`src/rtl/btw3d_pkg.sv`:
```
// package of shared types, codes and constants of the block tile walker
`timescale 1ns / 1ps

package btw3d_pkg;

	// default extent width in bits (offsets), counts carry one bit more
	localparam int EXTENT_BITS_DEF = 12;

	// configuration port
	localparam int CFG_IDX_W = 2;
	localparam logic [CFG_IDX_W-1:0] REG_EXTENT_Z  = 2'd0;
	localparam logic [CFG_IDX_W-1:0] REG_EXTENT_Y  = 2'd1;
	localparam logic [CFG_IDX_W-1:0] REG_EXTENT_X  = 2'd2;
	localparam logic [CFG_IDX_W-1:0] REG_MAX_BLOCK = 2'd3;

	// request stream width (request bit in bit 0)
	localparam int IN_TDATA_W = 8;

	// reset value of max_block
	localparam longint MAX_BLOCK_RST = 64'd1048576;

	// tiling mode
	typedef enum logic [1:0] {
		MODE_PLANES = 2'd0,
		MODE_ROWS   = 2'd1,
		MODE_ELEMS  = 2'd2
	} tile_mode_t;

	// controller states
	typedef enum logic [2:0] {
		ST_IDLE,
		ST_MUL,
		ST_DIV1_GO,
		ST_DIV1_WAIT,
		ST_DIV2_GO,
		ST_DIV2_WAIT,
		ST_ARM,
		ST_EMIT
	} ctrl_state_t;

	// commands from controller to datapath
	typedef struct packed {
		logic mul_en;
		logic div_start;
		logic div_sel;
		logic latch_quo;
		logic arm;
		logic emit;
	} cmd_t;

	// status from datapath to controller
	typedef struct packed {
		logic armed;
		logic div_busy;
		logic out_full;
	} sts_t;

endpackage

```
`src/rtl/btw3d_div.sv`:
```
// iterative restoring divider, one quotient bit per cycle
`timescale 1ns / 1ps

module btw3d_div #(
	parameter int N = 37,
	parameter int D = 25
) (
	input  logic         clk,
	input  logic         arst_n,
	input  logic         start,
	input  logic [N-1:0] dividend,
	input  logic [D-1:0] divisor,
	output logic         busy,
	output logic [N-1:0] quotient,
	output logic [D-1:0] remainder
);

	localparam int CW = $clog2(N + 1);

	logic [N-1:0]  quo_q;
	logic [D-1:0]  rem_q;
	logic [D-1:0]  dsr_q;
	logic [CW-1:0] cnt_q;
	logic          busy_q;

	logic [D:0]    shifted;
	logic          fits;

	// trial subtraction of one step
	assign shifted = {rem_q, quo_q[N-1]};
	assign fits    = shifted >= {1'b0, dsr_q};

	// control counter
	always_ff @(posedge clk or negedge arst_n) begin
		if (!arst_n) begin
			busy_q <= 1'b0;
			cnt_q  <= '0;
		end else if (start) begin
			busy_q <= 1'b1;
			cnt_q  <= CW'(N);
		end else if (busy_q) begin
			cnt_q  <= cnt_q - CW'(1);
			busy_q <= cnt_q != CW'(1);
		end
	end

	// partial remainder and quotient shift register
	always_ff @(posedge clk) begin
		if (start) begin
			quo_q <= dividend;
			rem_q <= '0;
			dsr_q <= divisor;
		end else if (busy_q) begin
			quo_q <= {quo_q[N-2:0], fits};
			rem_q <= fits ? D'(shifted - {1'b0, dsr_q}) : shifted[D-1:0];
		end
	end

	assign busy      = busy_q;
	assign quotient  = quo_q;
	assign remainder = rem_q;

endmodule

```
`src/rtl/btw3d_dp.sv`:
```
// datapath: registers, tiling set-up, cursor advance and output register
`timescale 1ns / 1ps

module btw3d_dp import btw3d_pkg::*; #(
	parameter int EXTENT_BITS = EXTENT_BITS_DEF
) (
	input  logic                       clk,
	input  logic                       arst_n,
	input  logic                       cfg_we,
	input  logic [CFG_IDX_W-1:0]       cfg_index,
	input  logic [3*EXTENT_BITS:0]     cfg_wdata,
	input  cmd_t                       cmd,
	output sts_t                       sts,
	input  logic                       m_tready,
	output logic                       m_tvalid,
	output logic [EXTENT_BITS-1:0]     off_z,
	output logic [EXTENT_BITS-1:0]     off_y,
	output logic [EXTENT_BITS-1:0]     off_x,
	output logic [EXTENT_BITS:0]       cnt_z,
	output logic [EXTENT_BITS:0]       cnt_y,
	output logic [EXTENT_BITS:0]       cnt_x,
	output logic                       final_block
);

	localparam int EB = EXTENT_BITS;
	localparam int EW = EB + 1;
	localparam int AW = EB + 3;
	localparam int LW = 3 * EB + 1;
	localparam int PW = 2 * EB + 1;
	localparam logic [EW-1:0] EXT_MAX = EW'(1) << EB;

	// clamp an extent register into 1 .. 2^EB
	function automatic logic [EW-1:0] eff_ext(input logic [EW-1:0] v);
		if (v == '0)
			return EW'(1);
		else if (v > EXT_MAX)
			return EXT_MAX;
		else
			return v;
	endfunction

	logic [EW-1:0] ext_z_q, ext_y_q, ext_x_q;
	logic [LW-1:0] max_block_q;
	logic [PW-1:0] plane_q;
	logic [EW-1:0] zq_q;
	logic [EW-1:0] row_quota_q, elem_quota_q;
	tile_mode_t    mode_q;
	logic          armed_q;
	logic [EB-1:0] oz_q, oy_q, ox_q;
	logic [EW-1:0] cz_q, cy_q, cx_q;
	logic          out_valid_q;
	logic [EB-1:0] out_oz_q, out_oy_q, out_ox_q;
	logic [EW-1:0] out_cz_q, out_cy_q, out_cx_q;
	logic          out_last_q;

	logic [EW-1:0]   nz, ny, nx;
	logic [LW-1:0]   limit;
	logic [2*EW-1:0] prod;
	logic [LW-1:0]   div_dividend;
	logic [PW-1:0]   div_divisor;
	logic            div_busy;
	logic [LW-1:0]   div_quo;
	logic [PW-1:0]   div_rem;

	logic [AW-1:0] sum_z, sum_y, sum_x, sum2_z, sum2_y, sum2_x;
	logic [EW-1:0] inc_z, inc_y;
	logic          last;
	logic [EB-1:0] n_oz, n_oy, n_ox;
	logic [EW-1:0] n_cz, n_cy, n_cx;

	// effective extents and block limit
	assign nz    = eff_ext(ext_z_q);
	assign ny    = eff_ext(ext_y_q);
	assign nx    = eff_ext(ext_x_q);
	assign limit = (max_block_q == '0) ? LW'(1) : max_block_q;
	assign prod  = nx * ny;

	// configuration registers
	always_ff @(posedge clk or negedge arst_n) begin
		if (!arst_n) begin
			ext_z_q     <= EW'(1);
			ext_y_q     <= EW'(1);
			ext_x_q     <= EW'(1);
			max_block_q <= LW'(MAX_BLOCK_RST);
		end else if (cfg_we) begin
			unique case (cfg_index)
				REG_EXTENT_Z:  ext_z_q     <= cfg_wdata[EW-1:0];
				REG_EXTENT_Y:  ext_y_q     <= cfg_wdata[EW-1:0];
				REG_EXTENT_X:  ext_x_q     <= cfg_wdata[EW-1:0];
				REG_MAX_BLOCK: max_block_q <= cfg_wdata;
			endcase
		end
	end

	// shared divider: limit / plane first, then remainder / row length
	assign div_dividend = cmd.div_sel ? {{(LW-PW){1'b0}}, div_rem} : limit;
	assign div_divisor  = cmd.div_sel ? {{(PW-EW){1'b0}}, nx} : plane_q;

	btw3d_div #(
		.N(LW),
		.D(PW)
	) u_div (
		.clk       (clk),
		.arst_n    (arst_n),
		.start     (cmd.div_start),
		.dividend  (div_dividend),
		.divisor   (div_divisor),
		.busy      (div_busy),
		.quotient  (div_quo),
		.remainder (div_rem)
	);

	// set-up intermediates
	always_ff @(posedge clk) begin
		if (cmd.mul_en)
			plane_q <= prod[PW-1:0];
		if (cmd.latch_quo)
			zq_q <= (div_quo > {{(LW-EW){1'b0}}, nz}) ? nz : div_quo[EW-1:0];
	end

	// advance sums
	assign sum_z  = AW'(oz_q) + AW'(cz_q);
	assign sum_y  = AW'(oy_q) + AW'(cy_q);
	assign sum_x  = AW'(ox_q) + AW'(cx_q);
	assign sum2_z = sum_z + AW'(cz_q);
	assign sum2_y = sum_y + AW'(cy_q);
	assign sum2_x = sum_x + AW'(cx_q);
	assign inc_z  = {1'b0, oz_q} + EW'(1);
	assign inc_y  = {1'b0, oy_q} + EW'(1);

	// next block and end of pass
	always_comb begin
		last = 1'b0;
		n_oz = oz_q;
		n_oy = oy_q;
		n_ox = ox_q;
		n_cz = cz_q;
		n_cy = cy_q;
		n_cx = cx_q;
		case (mode_q)
			MODE_PLANES: begin
				if (sum_z >= AW'(nz)) begin
					last = 1'b1;
				end else begin
					n_oz = sum_z[EB-1:0];
					if (sum2_z > AW'(nz))
						n_cz = nz - sum_z[EW-1:0];
				end
			end
			MODE_ROWS: begin
				if (sum_y >= AW'(ny)) begin
					if (inc_z >= nz) begin
						last = 1'b1;
					end else begin
						n_oz = inc_z[EB-1:0];
						n_oy = '0;
						n_cy = row_quota_q;
					end
				end else begin
					n_oy = sum_y[EB-1:0];
					if (sum2_y > AW'(ny))
						n_cy = ny - sum_y[EW-1:0];
				end
			end
			MODE_ELEMS: begin
				if (sum_x >= AW'(nx)) begin
					if (inc_y >= ny) begin
						if (inc_z >= nz) begin
							last = 1'b1;
						end else begin
							n_oz = inc_z[EB-1:0];
							n_oy = '0;
						end
					end else begin
						n_oy = inc_y[EB-1:0];
					end
					n_ox = '0;
					n_cx = elem_quota_q;
				end else begin
					n_ox = sum_x[EB-1:0];
					if (sum2_x > AW'(nx))
						n_cx = nx - sum_x[EW-1:0];
				end
			end
			default: begin
				last = 1'b0;
			end
		endcase
	end

	// tiling state and cursor
	always_ff @(posedge clk or negedge arst_n) begin
		if (!arst_n) begin
			armed_q      <= 1'b0;
			mode_q       <= MODE_PLANES;
			row_quota_q  <= '0;
			elem_quota_q <= '0;
			oz_q         <= '0;
			oy_q         <= '0;
			ox_q         <= '0;
			cz_q         <= '0;
			cy_q         <= '0;
			cx_q         <= '0;
		end else if (cmd.arm) begin
			armed_q      <= 1'b1;
			row_quota_q  <= div_quo[EW-1:0];
			elem_quota_q <= div_rem[EW-1:0];
			oz_q         <= '0;
			oy_q         <= '0;
			ox_q         <= '0;
			if (zq_q != '0) begin
				mode_q <= MODE_PLANES;
				cz_q   <= zq_q;
				cy_q   <= ny;
				cx_q   <= nx;
			end else if (div_quo[EW-1:0] != '0) begin
				mode_q <= MODE_ROWS;
				cz_q   <= EW'(1);
				cy_q   <= div_quo[EW-1:0];
				cx_q   <= nx;
			end else begin
				mode_q <= MODE_ELEMS;
				cz_q   <= EW'(1);
				cy_q   <= EW'(1);
				cx_q   <= div_rem[EW-1:0];
			end
		end else if (cmd.emit) begin
			if (last) begin
				armed_q <= 1'b0;
			end else begin
				oz_q <= n_oz;
				oy_q <= n_oy;
				ox_q <= n_ox;
				cz_q <= n_cz;
				cy_q <= n_cy;
				cx_q <= n_cx;
			end
		end
	end

	// output register valid flag
	always_ff @(posedge clk or negedge arst_n) begin
		if (!arst_n)
			out_valid_q <= 1'b0;
		else if (cmd.emit)
			out_valid_q <= 1'b1;
		else if (m_tready)
			out_valid_q <= 1'b0;
	end

	// output register payload
	always_ff @(posedge clk) begin
		if (cmd.emit) begin
			out_oz_q   <= oz_q;
			out_oy_q   <= oy_q;
			out_ox_q   <= ox_q;
			out_cz_q   <= cz_q;
			out_cy_q   <= cy_q;
			out_cx_q   <= cx_q;
			out_last_q <= last;
		end
	end

	assign sts.armed    = armed_q;
	assign sts.div_busy = div_busy;
	assign sts.out_full = out_valid_q && !m_tready;

	assign m_tvalid    = out_valid_q;
	assign off_z       = out_oz_q;
	assign off_y       = out_oy_q;
	assign off_x       = out_ox_q;
	assign cnt_z       = out_cz_q;
	assign cnt_y       = out_cy_q;
	assign cnt_x       = out_cx_q;
	assign final_block = out_last_q;

endmodule

```
`src/rtl/btw3d_ctrl.sv`:
```
// controller state machine: request handshake and set-up sequencing
`timescale 1ns / 1ps

module btw3d_ctrl import btw3d_pkg::*; (
	input  logic clk,
	input  logic arst_n,
	input  logic s_tvalid,
	input  logic request,
	output logic s_tready,
	input  sts_t sts,
	output cmd_t cmd
);

	ctrl_state_t state_q, state_d;

	// state register
	always_ff @(posedge clk or negedge arst_n) begin
		if (!arst_n)
			state_q <= ST_IDLE;
		else
			state_q <= state_d;
	end

	// next state
	always_comb begin
		state_d = state_q;
		unique case (state_q)
			ST_IDLE: begin
				if (s_tvalid && request)
					state_d = sts.armed ? ST_EMIT : ST_MUL;
			end
			ST_MUL:       state_d = ST_DIV1_GO;
			ST_DIV1_GO:   state_d = ST_DIV1_WAIT;
			ST_DIV1_WAIT: begin
				if (!sts.div_busy)
					state_d = ST_DIV2_GO;
			end
			ST_DIV2_GO:   state_d = ST_DIV2_WAIT;
			ST_DIV2_WAIT: begin
				if (!sts.div_busy)
					state_d = ST_ARM;
			end
			ST_ARM:       state_d = ST_EMIT;
			ST_EMIT: begin
				if (!sts.out_full)
					state_d = ST_IDLE;
			end
		endcase
	end

	// outputs
	always_comb begin
		s_tready      = 1'b0;
		cmd           = '0;
		unique case (state_q)
			ST_IDLE:      s_tready = 1'b1;
			ST_MUL:       cmd.mul_en = 1'b1;
			ST_DIV1_GO:   cmd.div_start = 1'b1;
			ST_DIV1_WAIT: cmd.div_sel = 1'b0;
			ST_DIV2_GO: begin
				cmd.div_sel   = 1'b1;
				cmd.div_start = 1'b1;
				cmd.latch_quo = 1'b1;
			end
			ST_DIV2_WAIT: cmd.div_sel = 1'b1;
			ST_ARM:       cmd.arm = 1'b1;
			ST_EMIT:      cmd.emit = !sts.out_full;
		endcase
	end

endmodule

```
`src/rtl/block_tile_walker_3d.sv`:
```
// top level of the 3d block tile walker (descriptor generator)
// a request on an armed walker moves to ST_EMIT, which loads its descriptor into the
// output register while the output is not stalled; the next request waits for idle
// first request of a pass runs the tiling set-up, with the shared bit-serial
// divider run twice
// reset: asynchronous, active low; registers to their reset values, walker not armed
`timescale 1ns / 1ps

module block_tile_walker_3d import btw3d_pkg::*; #(
	parameter int EXTENT_BITS = EXTENT_BITS_DEF
) (
	input  logic                       clk,
	input  logic                       arst_n,
	// configuration write port
	input  logic                       cfg_we,
	input  logic [CFG_IDX_W-1:0]       cfg_index,
	input  logic [3*EXTENT_BITS:0]     cfg_wdata,
	// request stream
	input  logic                       s_tvalid,
	output logic                       s_tready,
	input  logic [IN_TDATA_W-1:0]      s_tdata,   // request
	// descriptor stream
	output logic                       m_tvalid,
	input  logic                       m_tready,
	output logic [((6*EXTENT_BITS+3+7)/8)*8-1:0] m_tdata,
	// m_tdata: off_z, off_y, off_x, cnt_z, cnt_y, cnt_x, zero fill
	output logic                       m_tlast    // final_block
);

	localparam int OUT_W       = 6 * EXTENT_BITS + 3;
	localparam int OUT_TDATA_W = ((OUT_W + 7) / 8) * 8;

	cmd_t cmd;
	sts_t sts;

	logic [EXTENT_BITS-1:0] off_z, off_y, off_x;
	logic [EXTENT_BITS:0]   cnt_z, cnt_y, cnt_x;

	// controller
	btw3d_ctrl u_ctrl (
		.clk      (clk),
		.arst_n   (arst_n),
		.s_tvalid (s_tvalid),
		.request  (s_tdata[0]),
		.s_tready (s_tready),
		.sts      (sts),
		.cmd      (cmd)
	);

	// datapath
	btw3d_dp #(
		.EXTENT_BITS(EXTENT_BITS)
	) u_dp (
		.clk         (clk),
		.arst_n      (arst_n),
		.cfg_we      (cfg_we),
		.cfg_index   (cfg_index),
		.cfg_wdata   (cfg_wdata),
		.cmd         (cmd),
		.sts         (sts),
		.m_tready    (m_tready),
		.m_tvalid    (m_tvalid),
		.off_z       (off_z),
		.off_y       (off_y),
		.off_x       (off_x),
		.cnt_z       (cnt_z),
		.cnt_y       (cnt_y),
		.cnt_x       (cnt_x),
		.final_block (m_tlast)
	);

	// descriptor packing, lowest field first
	assign m_tdata = {{(OUT_TDATA_W-OUT_W){1'b0}}, cnt_x, cnt_y, cnt_z, off_x, off_y, off_z};

endmodule

```
`config.mk`:
```
export PLATFORM = sky130hd
export DESIGN_NAME = block_tile_walker_3d
export DESIGN_NICKNAME = d
export VERILOG_FILES = /design/src/rtl/btw3d_pkg.sv /design/src/rtl/btw3d_div.sv /design/src/rtl/btw3d_dp.sv /design/src/rtl/btw3d_ctrl.sv /design/src/rtl/block_tile_walker_3d.sv
export SDC_FILE = /design/constraint.sdc
export NUM_CORES = 1
export LEC_CHECK = 0
export BUFFER_PORTS_ARGS = -buffer_cell sky130_fd_sc_hd__buf_2
export CORE_MARGIN = 3
export CORE_UTILIZATION = 35
export CTS_CLUSTER_SIZE = 8
export DETAILED_ROUTE_END_ITERATION = 10
export HOLD_SLACK_MARGIN = 0.03
export PLACE_DENSITY_LB_ADDON = 0.08
export REMOVE_ABC_BUFFERS = 1
export SLEW_MARGIN = 20
export SYNTH_ARGS = -nofsm -noshare
export SYNTH_HDL_FRONTEND = slang
export SYNTH_HIERARCHICAL = 1
export SYNTH_SLANG_ARGS = --single-unit
```
`constraint.sdc`:
```
create_clock -name clk -period 7.2 [get_ports clk]
set_input_delay 0.36 -clock clk [delete_from_list [all_inputs] [get_ports clk]]
set_output_delay 0.36 -clock clk [all_outputs]
set_load 0.005 [all_outputs]
```
# After elaboration in Yosys (flattened, before gate mapping)
# Index checks and enable logic that the tools add are counted.
[totals]
word_cells = 210
register_bits = 392
[op_classes]
multipliers = 1
magnitude_cmp = 13
n_eq_ne = 24
muxes = 89
reduce_logical = 39
add_sub_neg = 13
[ops]
columns = ["operator", "count"]
rows = [
  ["two-way mux 13 bit", 32],
  ["two-way mux 12 bit", 20],
  ["two-way mux 37 bit", 4],
  ["adder 15 x 13 -> 15 bit", 3],
  ["greater-or-equal comparator 15 x 13 -> 1 bit", 3],
  ["greater-than comparator 15 x 13 -> 1 bit", 3],
  ["adder 12 x 13 -> 14 bit", 3],
  ["greater-than comparator 13 bit (second input constant)", 3],
  ["zero test 13 bit", 3],
  ["subtractor 13 bit", 3],
  ["greater-than comparator 37 x 13 -> 1 bit", 1],
  ["zero test 37 bit", 1],
  ["one-hot mux 12 bit (3 select lines)", 1],
  ["adder 12 x 1 -> 13 bit (second input constant)", 2],
  ["greater-or-equal comparator 13 bit", 2],
  ["greater-or-equal comparator 26 x 25 -> 1 bit", 1],
  ["nonzero test 13 bit", 2],
  ["multiplier 13 x 13 -> 25 bit", 1],
  ["two-way mux 25 bit", 1],
  ["subtractor 25 bit", 1],
  ["one-hot mux 12 bit (2 select lines)", 1],
  ["one-hot mux 3 bit (8 select lines)", 1],
  ["two-way mux 1 bit", 19],
  ["nonzero test 2 bit", 8],
  ["27 further kinds", 60],
]

# Longest topological paths before layout
[depth]
word_depth = 11
ltp_mapped = 25
depth_no_buf = 24

# Modules after synthesis
# Netlist, hierarchy kept.
[by_module_without_submodules]
columns = ["module", "cells_each", "area_per_inst_um2", "n_inst", "seq_area_each_um2"]
rows = [
  ["btw3d_dp", 2760, 26351.5, 1, 7957.6],
  ["btw3d_div", 470, 5176.2, 1, 2537.4],
  ["btw3d_ctrl", 37, 357.8, 1, 75.1],
  ["block_tile_walker_3d", 6, 41.3, 1, 0.0],
]

# Worst setup path before layout
# Ideal clock, no wire load.
[synth_timing]
path_kind = "flip-flop to flip-flop"
start = "register u_dp.ext_y_q[12]"
end = "register u_dp.plane_q[21], data pin"
stages_incl_launch_ff = 25
setup_time_ns = 0.258
slack_ns = 0.798
n_path_buf = 2
t_arrival_ns = 6.144
period_less_slack_ns = 6.402
path_cell_list = "dfrtp_1 clkbuf_1 nor2b_1 inv_1 clkbuf_1 nor2_1 fa_1 inv_1 fa_1 inv_1 fa_1 fa_1 inv_1 fa_1 inv_1 ha_1 o21a_1 o21a_1 o21a_1 a2111oi_0 o311ai_0 a21oi_1 o21bai_1 a21oi_1 xnor2_1"
[synth_via]
elab_chain_len = 4
word_cells_on_any_way = 5
classes_between = "mul (1); order compare (1); mux (2); reduce/logical (1)"
[synth_rtl]
columns = ["element", "line_no", "source"]
rows = [
  ["from (decl)", "btw3d_dp.sv:42", "logic [EW-1:0] ext_z_q, ext_y_q, ext_x_q;"],
  ["from (signal assigned)", "btw3d_dp.sv:88", "REG_EXTENT_Y: ext_y_q <= cfg_wdata[EW-1:0];"],
  ["greater-than comparator 13 bit", "btw3d_dp.sv:36", "else if (v > EXT_MAX)"],
  ["two-way mux 13 bit", "btw3d_dp.sv:36", ""],
  ["two-way mux 13 bit *", "btw3d_dp.sv:34", "if (v == '0)"],
  ["multiplier 13 x 13 -> 25 bit *", "btw3d_dp.sv:76", "assign prod = nx * ny;"],
  ["via u_dp.prod[21]", "btw3d_dp.sv:58", "logic [2*EW-1:0] prod;"],
  ["to (signal assigned)", "btw3d_dp.sv:116", "plane_q <= prod[PW-1:0];"],
  ["to (decl)", "btw3d_dp.sv:44", "logic [PW-1:0] plane_q;"],
]
# Mark *: on every way through the listed nets, which the timed path passes. The rest lies on a longest branch.
# A chain may end at the register's enable or synchronous reset.

# Worst setup path in the final report
[layout_timing]
start = "register u_dp.ext_x_q[12]"
end = "register u_dp.plane_q[21], data pin"
[layout_via]
elab_chain_len = 4
word_cells_on_any_way = 5
classes_between = "mul (1); order compare (1); mux (2); reduce/logical (1)"
[layout_rtl]
columns = ["element", "line_no", "source"]
rows = [
  ["from (decl)", "btw3d_dp.sv:42", ""],
  ["from (signal assigned)", "btw3d_dp.sv:89", "REG_EXTENT_X: ext_x_q <= cfg_wdata[EW-1:0];"],
  ["greater-than comparator 13 bit", "btw3d_dp.sv:36", ""],
  ["two-way mux 13 bit", "btw3d_dp.sv:36", ""],
  ["two-way mux 13 bit *", "btw3d_dp.sv:34", ""],
  ["multiplier 13 x 13 -> 25 bit *", "btw3d_dp.sv:76", ""],
  ["via u_dp.prod[21]", "btw3d_dp.sv:58", ""],
]
# Marked as above.

==> results.txt <==
----------------------------------------------------
[GRT]
  Initial antenna violation count ... 3
  Wire length of the first global-routing pass ... 154.9 mm
  Via count of the first global-routing pass ... approximately 25000
  Maximum number of pins on one net before global-route repair ... 145
  Total overflow reported by the global router ... 0
  Overall fraction of global-route tracks in use ... 21.28%

[Placement]
  Gp weighted congestion ... roughly 0.87
  Detail Placement HPWL ... approximately 79 mm
  Post-DP Area ... approximately 0.034 sq mm
  Count of input and output buffers ... between 100 and 150

[Floorplan]
  Core area ... between 0.09 and 0.1 sq mm
  Die area ... approximately 0.095 sq mm
  Initial cell density of the core ... 35.36%
  Floorplan row count ... between 100 and 150
  Height of the die ... roughly 310 um
  Number of I/O pins ... between 100 and 150
  Die X ... between 300 and 400 um

[Final layout]
  Finished layout cell area ... 0.03616 sq mm
  Final net count ... 3965
  Utilization after layout ... 40.05%
  Share of cells above drive strength 1 ... between 10% and 20%
  # fillers ... approximately 9000
  Area Growth Syn to Fin ... 13.25%

[Logic synthesis]
  Post-synthesis compound-gate area fraction ... between 10 and 15%
  Most common library cells after synthesis ... 343 x inv_1, 333 x ha_1, 303 x nor2_1
  Synth warnings ... 6
  Main area contributors after synthesis ... edfxtp_1 17%, dfrtp_1 15%, ha_1 13%, fa_1 8.2%, mux2_2 6.3%
  Cell type with the highest aggregate area in the netlist ... edfxtp_1
  Post-Synth Adder-Cell Area ... between 20% and 30%
  Share of the synthesized area in the top cell type ... 16.55%
  Synth Instances ... about 3300
  Sequential-to-total area share from yosys stat ... approximately 33%
  Top FF cell, synth ... dfrtp_1
  Post-synthesis instance area ... around 0.032 sq mm
  Combinational family with the most area after synthesis ... adder cells
  Leading cell type by number of instances after synthesis ... inv_1
  Post-synthesis mux area share ... just over 8%
  Number of flops mapped to enable cells by yosys ... roughly 180
  Area share of xor/xnor cells in the synthesized design ... between 3 and 4%
  Number of library cell types mapped by synthesis ... 108
  Register bit total from synthesis ... about 390
  Async set-or-reset flop fraction in the synthesized netlist ... around half
  Area share of and/or/nand/nor cells after synthesis ... a little over an eighth
  Mean instance size in the synthesized netlist ... a little under 10 sq um

[Routing]
  Length of the first detailed-routing pass in iterations ... 6
  Detailed Route WL ... around 100 mm
  Vias per inst ... roughly 5.3
  Final ANT Viol Nets ... 0
  WL per Instance ... between 20 and 25 um
  Number of DRC markers in iteration 0 ... around 1700
  Via total after detailed routing ... about 25000
  Detailed-route DRC error count ... 0

[Worst setup path]
  Type of origin of the critical path ... flip-flop
  Library cell contributing the largest single delay on the critical path ... a2111oi_1
  R2r endpoint ... u_dp/plane_q[21]$_DFFE_PP_
  Endpoint kind of the worst setup timing path ... flip-flop
  Crit path max-delay family ... adder cells
  Buffers & Inverters on Critical Path ... 7
  Reg2Reg Setup Slack ... 0.48 ns
  Worst Reg2Reg Path Length in Cells ... 24
  Path type of the worst setup path ... reg -> reg
  Series of cell instances along the critical path ... buf_4 > nor2b_1 > clkinv_1 > nor2_1 > ha_1 > inv_1 > fa_1 > inv_1 > ha_1 > fa_1 > inv_1 > fa_1 > inv_1 > ha_1 > o21a_1 > o21a_1 > o21a_1 > a2111oi_1 > buf_4 > o311ai_0 > a21oi_1 > o21bai_1 > a21oi_1 > xnor2_1
  Arrival time of the worst setup path ... a little over 7 ns
  Most used cell, CP ... inv_1
  Crit-path max FO ... 9
  Delay of the slowest cell on the worst path ... between 0.6 and 0.7 ns
  Worst r2r src ... u_dp/ext_x_q[12]$_DFFE_PN0P_
  Data required time of the worst path ... between 7 and 8 ns

[STA]
  Max Freq ... 148.8 MHz
  Final worst-path cycle share ... between 90% and 100%
  Number of pins exceeding their max-slew limit in the final report ... 0
  Total negative slack for setup checks ... 0 ns
  Worst Clk Skew ... 0.04043 ns
  Worst Max-Slew Pin Slew ... about 1.1 ns
  Final hold viol count ... 0
  Post-layout min period ... approximately 6.7 ns
  Max-slew headroom at the worst pin ... 29.65%
  Setup repair after global routing missed its margin ... no
  Number of setup violations in the final report ... 0

[Hold path]
  Classification of the worst-slack hold path ... in -> reg
  Beginning of the worst hold path ... cfg_wdata[11]
  Hold path depth ... 2
  Hold worst-path end ... u_dp/ext_z_q[11]$_DFFE_PN0P_

[CTS]
  Clock root buffer ... clkbuf_16
  TritonCTS clock tree ... yes
  Number of buffers between clock root and the deepest sink ... 3
  Latest clock arrival within the worst-skew pair ... 0.67 ns
  H-tree depth ... 2
  Register clock-pin slew on the reported worst setup and hold paths ... roughly 0.050 ns
  Number of buffers created by CTS ... 56
  Sinks on the clock net ... 392

[Job]
  Max-capacitance violation count ... 0

[Outcome]
  Outcome ... finished, final reports clean

----------------------------------------------------
==> flip-flops by register name, summed over array words and instances, names as in the netlist, 13 cells and up <==
signal and cells:
u_dp/cnt_x 13, u_dp/ext_z_q 13, u_dp/ext_x_q 13, u_dp/u_div/quotient 37
u_dp/elem_quota_q 13, u_dp/u_div/remainder 25, u_dp/ext_y_q 13, u_dp/zq_q 13
u_dp/cz_q 13, u_dp/plane_q 25, u_dp/cnt_y 13, u_dp/u_div/dsr_q 25
u_dp/row_quota_q 13, u_dp/cy_q 13, u_dp/cx_q 13, u_dp/max_block_q 37
u_dp/cnt_z 13
==> cell usage in the layout (no fill, tap or decap), types with 20 or more instances in the layout <==
cell type | synthesis | final
and2_1 | 23 | 23
edfxtp_1 | 176 | 176
o21ai_0 | 105 | 104
buf_2 | 5 | 121
fa_1 | 130 | 130
a21o_1 | 51 | 50
o211ai_1 | 21 | 21
nor2b_1 | 69 | 68
nor4_1 | 27 | 27
and3_1 | 33 | 33
xor2_1 | 47 | 47
dlygate4sd3_1 | 0 | 25
a21oi_1 | 184 | 184
nor2_1 | 303 | 300
a211oi_1 | 54 | 54
nand4_1 | 26 | 26
nand3_1 | 50 | 49
ha_1 | 333 | 333
mux2_2 | 179 | 179
clkbuf_1 | 89 | 42
xnor2_1 | 97 | 97
o21a_1 | 33 | 33
clkbuf_16 | 0 | 56
nand2_1 | 243 | 243
a31oi_1 | 30 | 29
mux2i_1 | 37 | 37
nand2b_1 | 20 | 20
dfxtp_1 | 25 | 25
buf_4 | 10 | 88
a22o_1 | 22 | 22
inv_1 | 343 | 342
dfrtp_1 | 187 | 186
nor3_1 | 41 | 41
==> worst max-delay path by stage <==
stage / to / start / depth (start not counted) / slack [ns]
2_1_floorplan: u_dp/plane_q[21]$_DFFE_PP_ / u_dp/ext_x_q[12]$_DFFE_PN0P_ / 22 / 0.86
5_1_grt: u_dp/plane_q[21]$_DFFE_PP_ / u_dp/ext_x_q[12]$_DFFE_PN0P_ / 24 / 0.06
4_1_cts: u_dp/plane_q[21]$_DFFE_PP_ / u_dp/ext_y_q[12]$_DFFE_PN0P_ / 21 / 0.27
6_report: u_dp/plane_q[21]$_DFFE_PP_ / u_dp/ext_x_q[12]$_DFFE_PN0P_ / 24 / 0.48
3_5_place_dp: u_dp/plane_q[21]$_DFFE_PP_ / u_dp/ext_y_q[12]$_DFFE_PN0P_ / 21 / 0.32
3_3_place_gp: u_dp/plane_q[21]$_DFFE_PP_ / u_dp/ext_y_q[12]$_DFFE_PN0P_ / 21 / 0.36
==> routing by layer <==
layer / GRT usage (%) / wire (um) / vias up
li1: - / - / 11840
met1: 29.74 / 47690 / 12430
met2: 33.81 / 45890 / 540
met3: 3.804 / 4805 / 125
met4: 5.974 / 2639 / 0
met5: 0 / 0 / -
==> layout make-up <==
type | count | area (sq um) | share of cell area [%]
Timing Repair Buffer | 236 | 1550 | 4.287
Clock buffer | 101 | 1600 | 4.426
Tap cell | 1176 | 1471 | 4.069
Inverter | 359 | 1348 | 3.727
Multi-Input combinational cell | 2405 | 19510 | 53.95
Sequential cell | 392 | 10570 | 29.24
Antenna cell | 4 | 10.01 | 0.02768
Clock inverter | 4 | 98.84 | 0.2734
==> cells by family (layout without fill, tap and decap cells) <==
kind of cell | after synthesis | count (layout)
other | 1 | 9
AND/OR/NAND/NOR | 896 | 896
multiplexers | 234 | 234
buffers and inverters | 480 | 700
flip-flops | 392 | 392
adder cells (fa/ha/maj) | 463 | 463
AO/OA/AOI/OAI | 663 | 663
XOR/XNOR | 144 | 144
==> timing repair <==
action                                  CTS  global route
hold endpoints to repair                 71             0
hold buffers                             25             0
endpoints found under the setup margin    0             1
buffers inserted                          0             0
gates resized for setup                   0             2
==> stage by stage <==
stage	worst slack, ns	hold WS, ns	std cells
after floorplan	0.8625	0.06441	3156
after global placement	0.3611	0.3476	4543
after detailed placement	0.3169	0.3463	4543
after CTS	0.2742	0.05411	4673
after global routing	0.06187	0.07496	4673
final	0.4777	0.1078	4677
Power is not shown: default switching activity piles up to over one toggle a cycle in this logic, so the estimate is an artifact.
